[src/rtl/core/assert_macros.svh]
// ----------------------------------------------------------------------------
// Assertion macros
// Shared concurrent assertion forms, clocked on clock and disabled in reset.
// ----------------------------------------------------------------------------
`ifndef ASSERT_MACROS_SVH
`define ASSERT_MACROS_SVH

// The condition holds at every clock edge outside reset.
`define ASSERT_ALWAYS(label, cond, msg) \
   label: assert property (@(posedge clock) disable iff (reset) (cond)) \
      else $error(msg);

// When the trigger holds, the consequence holds in the same cycle.
`define ASSERT_IMPLY(label, trig, cons, msg) \
   label: assert property (@(posedge clock) disable iff (reset) (trig) |-> (cons)) \
      else $error(msg);

// When the trigger holds, the consequence holds in the next cycle.
`define ASSERT_NEXT(label, trig, cons, msg) \
   label: assert property (@(posedge clock) disable iff (reset) (trig) |=> (cons)) \
      else $error(msg);

`endif

[src/rtl/core/mds_pkg.sv]
// ----------------------------------------------------------------------------
// mds_pkg
// Types and constants shared by the multiplexed display scanner.
// ----------------------------------------------------------------------------
`default_nettype none

package mds_pkg;

   localparam int NUM_DIGITS = 7;

   localparam int DIGIT_W   = 3;
   localparam int PATTERN_W = 16;
   localparam int SOURCE_W  = 8;
   localparam int PERIOD_W  = 16;
   localparam int BRIGHT_W  = 7;
   localparam int PRODUCT_W = PERIOD_W + BRIGHT_W;
   localparam int CSR_IDX_W = 1;
   localparam int CSR_DATA_W = 16;

   localparam logic [BRIGHT_W-1:0]  BRIGHT_FULL  = BRIGHT_W'(100);
   localparam logic [PRODUCT_W-1:0] PCT_STEP     = PRODUCT_W'(100);
   localparam logic [PERIOD_W-1:0]  PERIOD_RESET = PERIOD_W'(4999);
   localparam logic [BRIGHT_W-1:0]  BRIGHT_RESET = BRIGHT_W'(100);

   localparam logic [CSR_IDX_W-1:0] CSR_PERIOD = CSR_IDX_W'(0);
   localparam logic [CSR_IDX_W-1:0] CSR_BRIGHT = CSR_IDX_W'(1);

   localparam logic OP_WRITE = 1'b0;
   localparam logic OP_TICK  = 1'b1;

   typedef struct packed {
      logic                 en;
      logic [DIGIT_W-1:0]   digit;
      logic [PATTERN_W-1:0] pattern;
   } pat_wr_type;

endpackage

`default_nettype wire

[src/rtl/core/mds_pattern_store.sv]
// ----------------------------------------------------------------------------
// mds_pattern_store
// Holds one segment pattern per digit, cleared at reset. Writes to a digit
// index beyond the digit count are dropped.
// ----------------------------------------------------------------------------
`default_nettype none

module mds_pattern_store (
   input  wire logic                            clock,
   input  wire logic                            reset,
   input  wire mds_pkg::pat_wr_type             wr,
   input  wire logic [mds_pkg::DIGIT_W-1:0]     rd_digit,
   output logic      [mds_pkg::PATTERN_W-1:0]   rd_pattern
);

   logic [mds_pkg::PATTERN_W-1:0] pattern_ff [mds_pkg::NUM_DIGITS];
   logic                          in_range;

   assign in_range = ({1'b0, wr.digit} < (mds_pkg::DIGIT_W+1)'(mds_pkg::NUM_DIGITS));

   always_ff @(posedge clock) begin
      if (reset) begin
         for (int i = 0; i < mds_pkg::NUM_DIGITS; i++) begin
            pattern_ff[i] <= '0;
         end
      end else if (wr.en && in_range) begin
         pattern_ff[wr.digit] <= wr.pattern;
      end
   end

   assign rd_pattern = pattern_ff[rd_digit];

endmodule

`default_nettype wire

[src/rtl/core/multiplexed_display_scanner.sv]
// ----------------------------------------------------------------------------
// multiplexed_display_scanner
// Pipeline: an accepted transaction waits in the input register, and its result is registered in the output stage.
// Throughput: one transaction per cycle; a held result stalls the input only
// once the input register also holds a transaction.
// Reset: synchronous; clears the pattern store, the scan state and the
// configuration registers to their defaults (period 4999, brightness 100).
// Scans a multiplexed segment display with on-time dimming per digit slot.
// ----------------------------------------------------------------------------
`default_nettype none

`include "assert_macros.svh"

module multiplexed_display_scanner (
   input  wire logic                               clock,
   input  wire logic                               reset,

   input  wire logic                               req_valid,
   output logic                                    req_stall,
   input  wire logic                               req_op,
   input  wire logic [mds_pkg::DIGIT_W-1:0]        req_write_digit,
   input  wire logic [mds_pkg::PATTERN_W-1:0]      req_write_pattern,

   output logic                                    rsp_valid,
   input  wire logic                               rsp_stall,
   output logic      [mds_pkg::PATTERN_W-1:0]      rsp_sink_pattern,
   output logic      [mds_pkg::SOURCE_W-1:0]       rsp_source_lines,
   output logic                                    rsp_blank,
   output logic      [mds_pkg::DIGIT_W-1:0]        rsp_active_digit,

   input  wire logic                               csr_write_enable,
   input  wire logic [mds_pkg::CSR_IDX_W-1:0]      csr_index,
   input  wire logic [mds_pkg::CSR_DATA_W-1:0]     csr_write_data
);

   logic [mds_pkg::PERIOD_W-1:0]  period_ff, period_in;
   logic [mds_pkg::BRIGHT_W-1:0]  bright_ff, bright_in;
   logic [mds_pkg::PRODUCT_W-1:0] thresh_ff, thresh_in;

   logic                          in_valid_ff;
   logic                          in_op_ff;
   logic [mds_pkg::DIGIT_W-1:0]   in_digit_ff;
   logic [mds_pkg::PATTERN_W-1:0] in_pattern_ff;

   logic                          out_valid_ff;
   logic [mds_pkg::PERIOD_W-1:0]  scan_count_ff, scan_count_in;
   logic [mds_pkg::PRODUCT_W-1:0] scan_hund_ff, scan_hund_in;
   logic [mds_pkg::DIGIT_W-1:0]   digit_ff, digit_in;
   logic [mds_pkg::SOURCE_W-1:0]  source_ff, source_in;
   logic [mds_pkg::PATTERN_W-1:0] sink_ff, sink_in;
   logic                          blank_ff, blank_in;

   logic                          advance;
   logic                          process;
   logic                          is_tick;
   logic                          wrap;
   logic                          last_digit;
   logic [mds_pkg::DIGIT_W-1:0]   next_digit;
   logic [mds_pkg::PATTERN_W-1:0] next_pattern;
   logic [mds_pkg::PRODUCT_W-1:0] thresh_diff;
   logic                          hit;
   mds_pkg::pat_wr_type           store_wr;

   // Configuration registers; the on-time threshold product follows them.
   always_comb begin
      period_in = period_ff;
      bright_in = bright_ff;
      if (csr_write_enable) begin
         unique case (csr_index)
            mds_pkg::CSR_PERIOD: period_in = csr_write_data;
            mds_pkg::CSR_BRIGHT: bright_in = csr_write_data[mds_pkg::BRIGHT_W-1:0];
            default: ;
         endcase
      end
      thresh_in = mds_pkg::PRODUCT_W'(period_in) * mds_pkg::PRODUCT_W'(bright_in);
   end

   always_ff @(posedge clock) begin
      if (reset) begin
         period_ff <= mds_pkg::PERIOD_RESET;
         bright_ff <= mds_pkg::BRIGHT_RESET;
         thresh_ff <= mds_pkg::PRODUCT_W'(mds_pkg::PERIOD_RESET) *
                      mds_pkg::PRODUCT_W'(mds_pkg::BRIGHT_RESET);
      end else begin
         period_ff <= period_in;
         bright_ff <= bright_in;
         thresh_ff <= thresh_in;
      end
   end

   // Pipeline control.
   assign advance   = !out_valid_ff || !rsp_stall;
   assign req_stall = in_valid_ff && !advance;
   assign process   = in_valid_ff && advance;
   assign is_tick   = (in_op_ff == mds_pkg::OP_TICK);

   always_ff @(posedge clock) begin
      if (reset) begin
         in_valid_ff <= 1'b0;
      end else if (!req_stall) begin
         in_valid_ff <= req_valid;
      end
   end

   always_ff @(posedge clock) begin
      if (req_valid && !req_stall) begin
         in_op_ff      <= req_op;
         in_digit_ff   <= req_write_digit;
         in_pattern_ff <= req_write_pattern;
      end
   end

   assign store_wr.en      = process && (in_op_ff == mds_pkg::OP_WRITE);
   assign store_wr.digit   = in_digit_ff;
   assign store_wr.pattern = in_pattern_ff;

   mds_pattern_store u_store (
      .clock      (clock),
      .reset      (reset),
      .wr         (store_wr),
      .rd_digit   (next_digit),
      .rd_pattern (next_pattern)
   );

   // Scan step. The counter is also kept scaled by 100 so that the blanking
   // point compares against the threshold product without a divider.
   assign wrap        = (scan_count_ff >= period_ff);
   assign last_digit  = (digit_ff == mds_pkg::DIGIT_W'(mds_pkg::NUM_DIGITS - 1));
   assign next_digit  = last_digit ? '0 : digit_ff + mds_pkg::DIGIT_W'(1);

   always_comb begin
      scan_count_in = scan_count_ff;
      scan_hund_in  = scan_hund_ff;
      digit_in      = digit_ff;
      source_in     = source_ff;
      sink_in       = sink_ff;
      blank_in      = blank_ff;
      if (is_tick) begin
         if (wrap) begin
            scan_count_in = '0;
            scan_hund_in  = '0;
            digit_in      = next_digit;
            source_in     = {source_ff[mds_pkg::SOURCE_W-2:0], last_digit};
            sink_in       = next_pattern;
            blank_in      = 1'b0;
         end else begin
            scan_count_in = scan_count_ff + mds_pkg::PERIOD_W'(1);
            scan_hund_in  = scan_hund_ff + mds_pkg::PCT_STEP;
         end
         if (hit) begin
            blank_in = 1'b1;
         end
      end
   end

   assign thresh_diff = thresh_ff - scan_hund_in;
   assign hit = (bright_ff < mds_pkg::BRIGHT_FULL) && (thresh_ff >= scan_hund_in) &&
                (thresh_diff < mds_pkg::PCT_STEP);

   always_ff @(posedge clock) begin
      if (reset) begin
         out_valid_ff  <= 1'b0;
         scan_count_ff <= '0;
         scan_hund_ff  <= '0;
         digit_ff      <= '0;
         source_ff     <= '0;
         sink_ff       <= '0;
         blank_ff      <= 1'b1;
      end else if (advance) begin
         out_valid_ff <= in_valid_ff;
         if (in_valid_ff) begin
            scan_count_ff <= scan_count_in;
            scan_hund_ff  <= scan_hund_in;
            digit_ff      <= digit_in;
            source_ff     <= source_in;
            sink_ff       <= sink_in;
            blank_ff      <= blank_in;
         end
      end
   end

   assign rsp_valid        = out_valid_ff;
   assign rsp_sink_pattern = sink_ff;
   assign rsp_source_lines = source_ff;
   assign rsp_blank        = blank_ff;
   assign rsp_active_digit = digit_ff;

   `ASSERT_ALWAYS(a_hund_tracks_count,
      scan_hund_ff == mds_pkg::PRODUCT_W'(scan_count_ff) * mds_pkg::PCT_STEP,
      "Scaled scan counter is out of step with the scan counter.")
   `ASSERT_ALWAYS(a_digit_in_range,
      {1'b0, digit_ff} < (mds_pkg::DIGIT_W+1)'(mds_pkg::NUM_DIGITS),
      "Active digit is beyond the digit count.")
   `ASSERT_NEXT(a_tick_count_step, process && is_tick,
      scan_count_ff == '0 || scan_count_ff == $past(scan_count_ff) + mds_pkg::PERIOD_W'(1),
      "Scan counter neither wrapped nor advanced by one on a tick.")
   `ASSERT_NEXT(a_full_bright_no_blank, process && (bright_ff >= mds_pkg::BRIGHT_FULL),
      !$rose(blank_ff),
      "Output blanked while brightness is at full scale.")
   `ASSERT_NEXT(a_write_keeps_scan, process && !is_tick,
      $stable(scan_count_ff) && $stable(digit_ff) && $stable(source_ff) && $stable(blank_ff),
      "A pattern write transaction changed the scan state.")

endmodule

`default_nettype wire

[config.mk]
export PLATFORM = sky130hd
export DESIGN_NAME = multiplexed_display_scanner
export DESIGN_NICKNAME = d
export VERILOG_FILES = /design/src/rtl/core/mds_pkg.sv /design/src/rtl/core/mds_pattern_store.sv /design/src/rtl/core/multiplexed_display_scanner.sv
export VERILOG_INCLUDE_DIRS = /design/src /design/src/rtl/core
export SDC_FILE = /design/constraint.sdc
export NUM_CORES = 1
export LEC_CHECK = 0
export BUFFER_PORTS_ARGS = -buffer_cell sky130_fd_sc_hd__buf_2
export CELL_PAD_IN_SITES_DETAIL_PLACEMENT = 1
export CELL_PAD_IN_SITES_GLOBAL_PLACEMENT = 2
export CORE_ASPECT_RATIO = 0.7
export CORE_MARGIN = 2
export CORE_UTILIZATION = 29
export CTS_CLUSTER_SIZE = 14
export DETAILED_ROUTE_END_ITERATION = 8
export HOLD_SLACK_MARGIN = 0.06
export PLACE_DENSITY_LB_ADDON = 0.1
export SLEW_MARGIN = 30
export SYNTH_ARGS = -nofsm -noshare
export SYNTH_HDL_FRONTEND = slang
export SYNTH_SLANG_ARGS = --single-unit
[constraint.sdc]
create_clock -name clock -period 11.7 [get_ports clock]
set_input_delay 2.34 -clock clock [delete_from_list [all_inputs] [get_ports clock]]
set_output_delay 2.34 -clock clock [all_outputs]
set_load 0.02 [all_outputs]
==> run_results.csv <==
group,metric,value,unit
outcome,status,"complete, no violations",
clocking,cts.htree.levels,1,
timing,finalClockSkew,0.01161,ns
yosys,synth_area_leaders,"edfxtp_1 (26%), dfxtp_1 (17%), fa_1 (9.0%), ha_1 (6.5%), nor2_1 (5.8%)",
yosys,yosys-top-cells-count,"nor2_1 (235), nand2_1 (190), edfxtp_1 (132), dfxtp_1 (131), inv_1 (126)",
layout,final_nets,1783,
yosys,ys_seq_area_share,43.03,%
timing,layout_min_cycle_time,7.999,ns
layout,area.sequential,0.006586,sq mm
setup_path,path_buf_inv,3,
floorplan,core,0.05220,sq mm
detailed_routing,drc_errors,0,
layout,syn_to_final_growth,14.96,%
power_and_ir_drop,power,3.077,mW
power_and_ir_drop,power_density,174.9,mW/mm^2
timing,fin_ws,3.701,ns
setup_path,arrival,8.43,ns
placed_design,pre_cts_slack,3.181,ns
timing,setup_tns,0,ns
setup_path,critical_path.startpoint,"csr_write_enable",
detailed_routing,ant_nets,0,
layout,drive_gt1_share,14.36,%
timing,maxSlewViolCount,0,
detailed_routing,post_drt_wl_per_cell,19.82,um
setup_path,crit_chain,"buf_2 > nand2_1 > mux2_2 > and2_1 > fa_1 > inv_1 > fa_1 > fa_1 > inv_1 > fa_1 > ha_1 > a21oi_1 > o21bai_1 > a21oi_1 > o21ai_0 > o41ai_1 > o21ai_0 > a211oi_1 > a21oi_1 > xnor2_1 > nor2_1",
flow_run,maxCapViolations,0,
setup_path,crit_required,12.13,ns
clocking,path_clk_slew,0.07,ns
power_and_ir_drop,ir_drop,106.5,uV
setup_path,endpoint_kind,"flop",
clocking,ctsResizeCount,0,
grt,grt_antenna_before_repair,0,
grt,top_usage_layer,"met1",
detailed_routing,drtIter0Drc,562,
clocking,cts_root_buf,"clkbuf_16",
clocking,cts_hold_buffers,0,
setup_path,r2r_slack,5.85,ns
grt,grt_pass1_vias,11520,
layout,num-fill-cells,5896,
clocking,cts_setup_buffers,0,
setup_path,slowest_stage,"o41ai_1",
detailed_routing,dr_total_vias,10950,
timing,relSlewSlack,35.13,%
setup_path,start_kind,"input port",
yosys,netlist_area,0.01530,sq mm
yosys,synth_top_cell_by_area,"edfxtp_1",
timing,hold_viol,0,
clocking,clock_latency,0.57,ns
grt,grt_use_met3,1.858,%
floorplan,ios,72,
detailed_routing,wl,45620,um
setup_path,crit_fanout,17,
setup_path,endpoint,"thresh_ff[22]",
grt,grt-ovfl-total,0,
yosys,synthDistinctLibCells,71,
setup_path,crit_top_cell,"fa_1",
detailed_routing,drt_pass1_iterations,5,
grt,grt_max_degree,76,
placed_design,port_buffers,71,
grt,grt_usage,17.03,%
grt,gr-usage-met2,23.35,%
yosys,yosys_warnings,0,
clocking,cts_tree,"yes",
detailed_routing,viasPerCell,4.760,
timing,setup_viol,0,
yosys,synth_edf_count,132,
yosys,netlist_instances,1514,
setup_path,worst-path-stages,21,
grt,grt_pass1_wl,71620,um
floorplan,start_util,29.32,%
yosys,async_reset_ff_share,0,%
timing,finalCritPeriodShare,68.37,%
layout,multi_input_area,0.008134,sq mm
grt,use_met1,28.28,%
floorplan,die-area,0.05466,sq mm
setup_path,timing.rr.end,"thresh_ff[22]",
clocking,clock_path_buffers,3,
yosys,synth-seq-cells,263,
placed_design,gp_congestion,0.7943,
timing,worstMarginPinSlew,0.9730,ns
floorplan,num_rows,70,
clocking,cts-buffers-inserted,30,
floorplan,die_w,278.6,um
setup_path,critPathKind,"in2reg",
floorplan,die_y,196.2,um
yosys,ys.flop_type,"edfxtp_1",
setup_path,crit_path_max_incr_delay,0.58,ns
layout,finalCoreUtilization,33.71,%
min_path,hp-class,"reg2reg",
placed_design,place_hpwl,33340,um
yosys,avgSynthCellArea,10.11,sq um
setup_path,crit_family,"adder cells",
power_and_ir_drop,power.leakage,7.450,nW
setup_path,reg2regPathDepth,19,
timing,fmax,125.0,MHz
setup_path,r2r-start,"bright_ff[2]",
timing,rsz0062_at_grt,"false",
yosys,synth_top_area_share,25.90,%
clocking,clock_sinks,263,
yosys,synth.most_common_cell,"nor2_1",
[cell usage in the layout (no fill, tap or decap), types with 20 or more instances in the layout]
cell,count
mux4_2,32
ha_1,80
mux2i_1,33
fa_1,69
or2_2,20
buf_2,70
inv_1,126
nand3_1,22
edfxtp_1,132
nor2_1,234
a21oi_1,76
xnor2_1,25
nand2b_1,21
xor2_1,33
nand2_1,189
a211oi_1,24
dfxtp_1,131
mux2_2,21
clkbuf_16,31
[registers in the layout (all words and copies together) (netlist names)]
name	cells
u_store.pattern_ff	128
scan_hund_ff	23
thresh_ff	23
in_pattern_ff	16
period_ff	16
rsp_sink_pattern	16
scan_count_ff	16
rsp_source_lines	8
bright_ff	7
in_digit_ff	3
rsp_active_digit	3
in_op_ff	1
in_valid_ff	1
rsp_blank	1
rsp_valid	1
[area by class of cell]
| type | count | area share (%) |
|---|---|---|
| multi-input combinational | 1081 | 46.23 |
| sequential | 263 | 37.43 |
| tap | 684 | 4.864 |
| clock buffer | 38 | 4.672 |
| timing repair buffer | 90 | 2.958 |
| inverter | 126 | 2.688 |
| clock inverter | 18 | 1.138 |
| antenna | 1 | 0.01422 |
[logic make-up after synthesis]
logic type	after synthesis	synth area share (%)
xor gates and xnor gates	58	3.319
muxes	87	8.478
adders and majority gates	150	15.64
and+or+nand+nor	578	16.65
AOI/OAI and AO/OA	192	8.314
DFF	263	43.03
buffers and inverters	185	4.537
other	1	0.02450
[per-layer routing]
layer  part of all wire, %  up-vias
met5                     0        -
met4                   1.6        0
met3                   2.8       38
met2                    38      146
met1                    57     5445
li1                      -     5324
[metrics by stage]
| step | hold slack [ns] | instances | area, sq um |
|---|---|---|---|
| floorplan | 0.4086 | 1529 | 15360 |
| global placement | 0.4179 | 2243 | 16530 |
| detailed placement | 0.4253 | 2243 | 16540 |
| CTS | 0.4349 | 2299 | 17560 |
| global route | 0.4601 | 2300 | 17590 |
| finish | 0.4305 | 2301 | 17590 |
[worst min path at each step]
stage	from	end	slack (ns)	cells past startpoint
after floorplan	scan_hund_ff[1]	scan_hund_ff[1]	0.41	2
after global placement	scan_hund_ff[1]	scan_hund_ff[1]	0.42	2
after detailed placement	scan_hund_ff[1]	scan_hund_ff[1]	0.43	2
after CTS	scan_hund_ff[1]	scan_hund_ff[1]	0.43	2
after global routing	scan_hund_ff[1]	scan_hund_ff[1]	0.46	2
final	scan_hund_ff[1]	scan_hund_ff[1]	0.43	2
[worst reg2reg max path, cell delays in order, from the launching register on]
cell and delay [ns]:
dfxtp_1 0.31, mux2_2 0.42, and2_1 0.22, fa_1 0.51
inv_1 0.05, fa_1 0.50, fa_1 0.56, inv_1 0.06
fa_1 0.48, ha_1 0.35, a21oi_1 0.15, o21bai_1 0.11
a21oi_1 0.21, o21ai_0 0.16, o41ai_1 0.58, o21ai_0 0.24
a211oi_1 0.38, a21oi_1 0.16, xnor2_1 0.18, nor2_1 0.05
[power by group]
group	switching, mW	internal [mW]
clock network	0.408	0.585
registers	0.0378	1.02
logic	0.605	0.419
total	1.05	2.03
No activity file was read; power rests on OpenSTA's default activity.
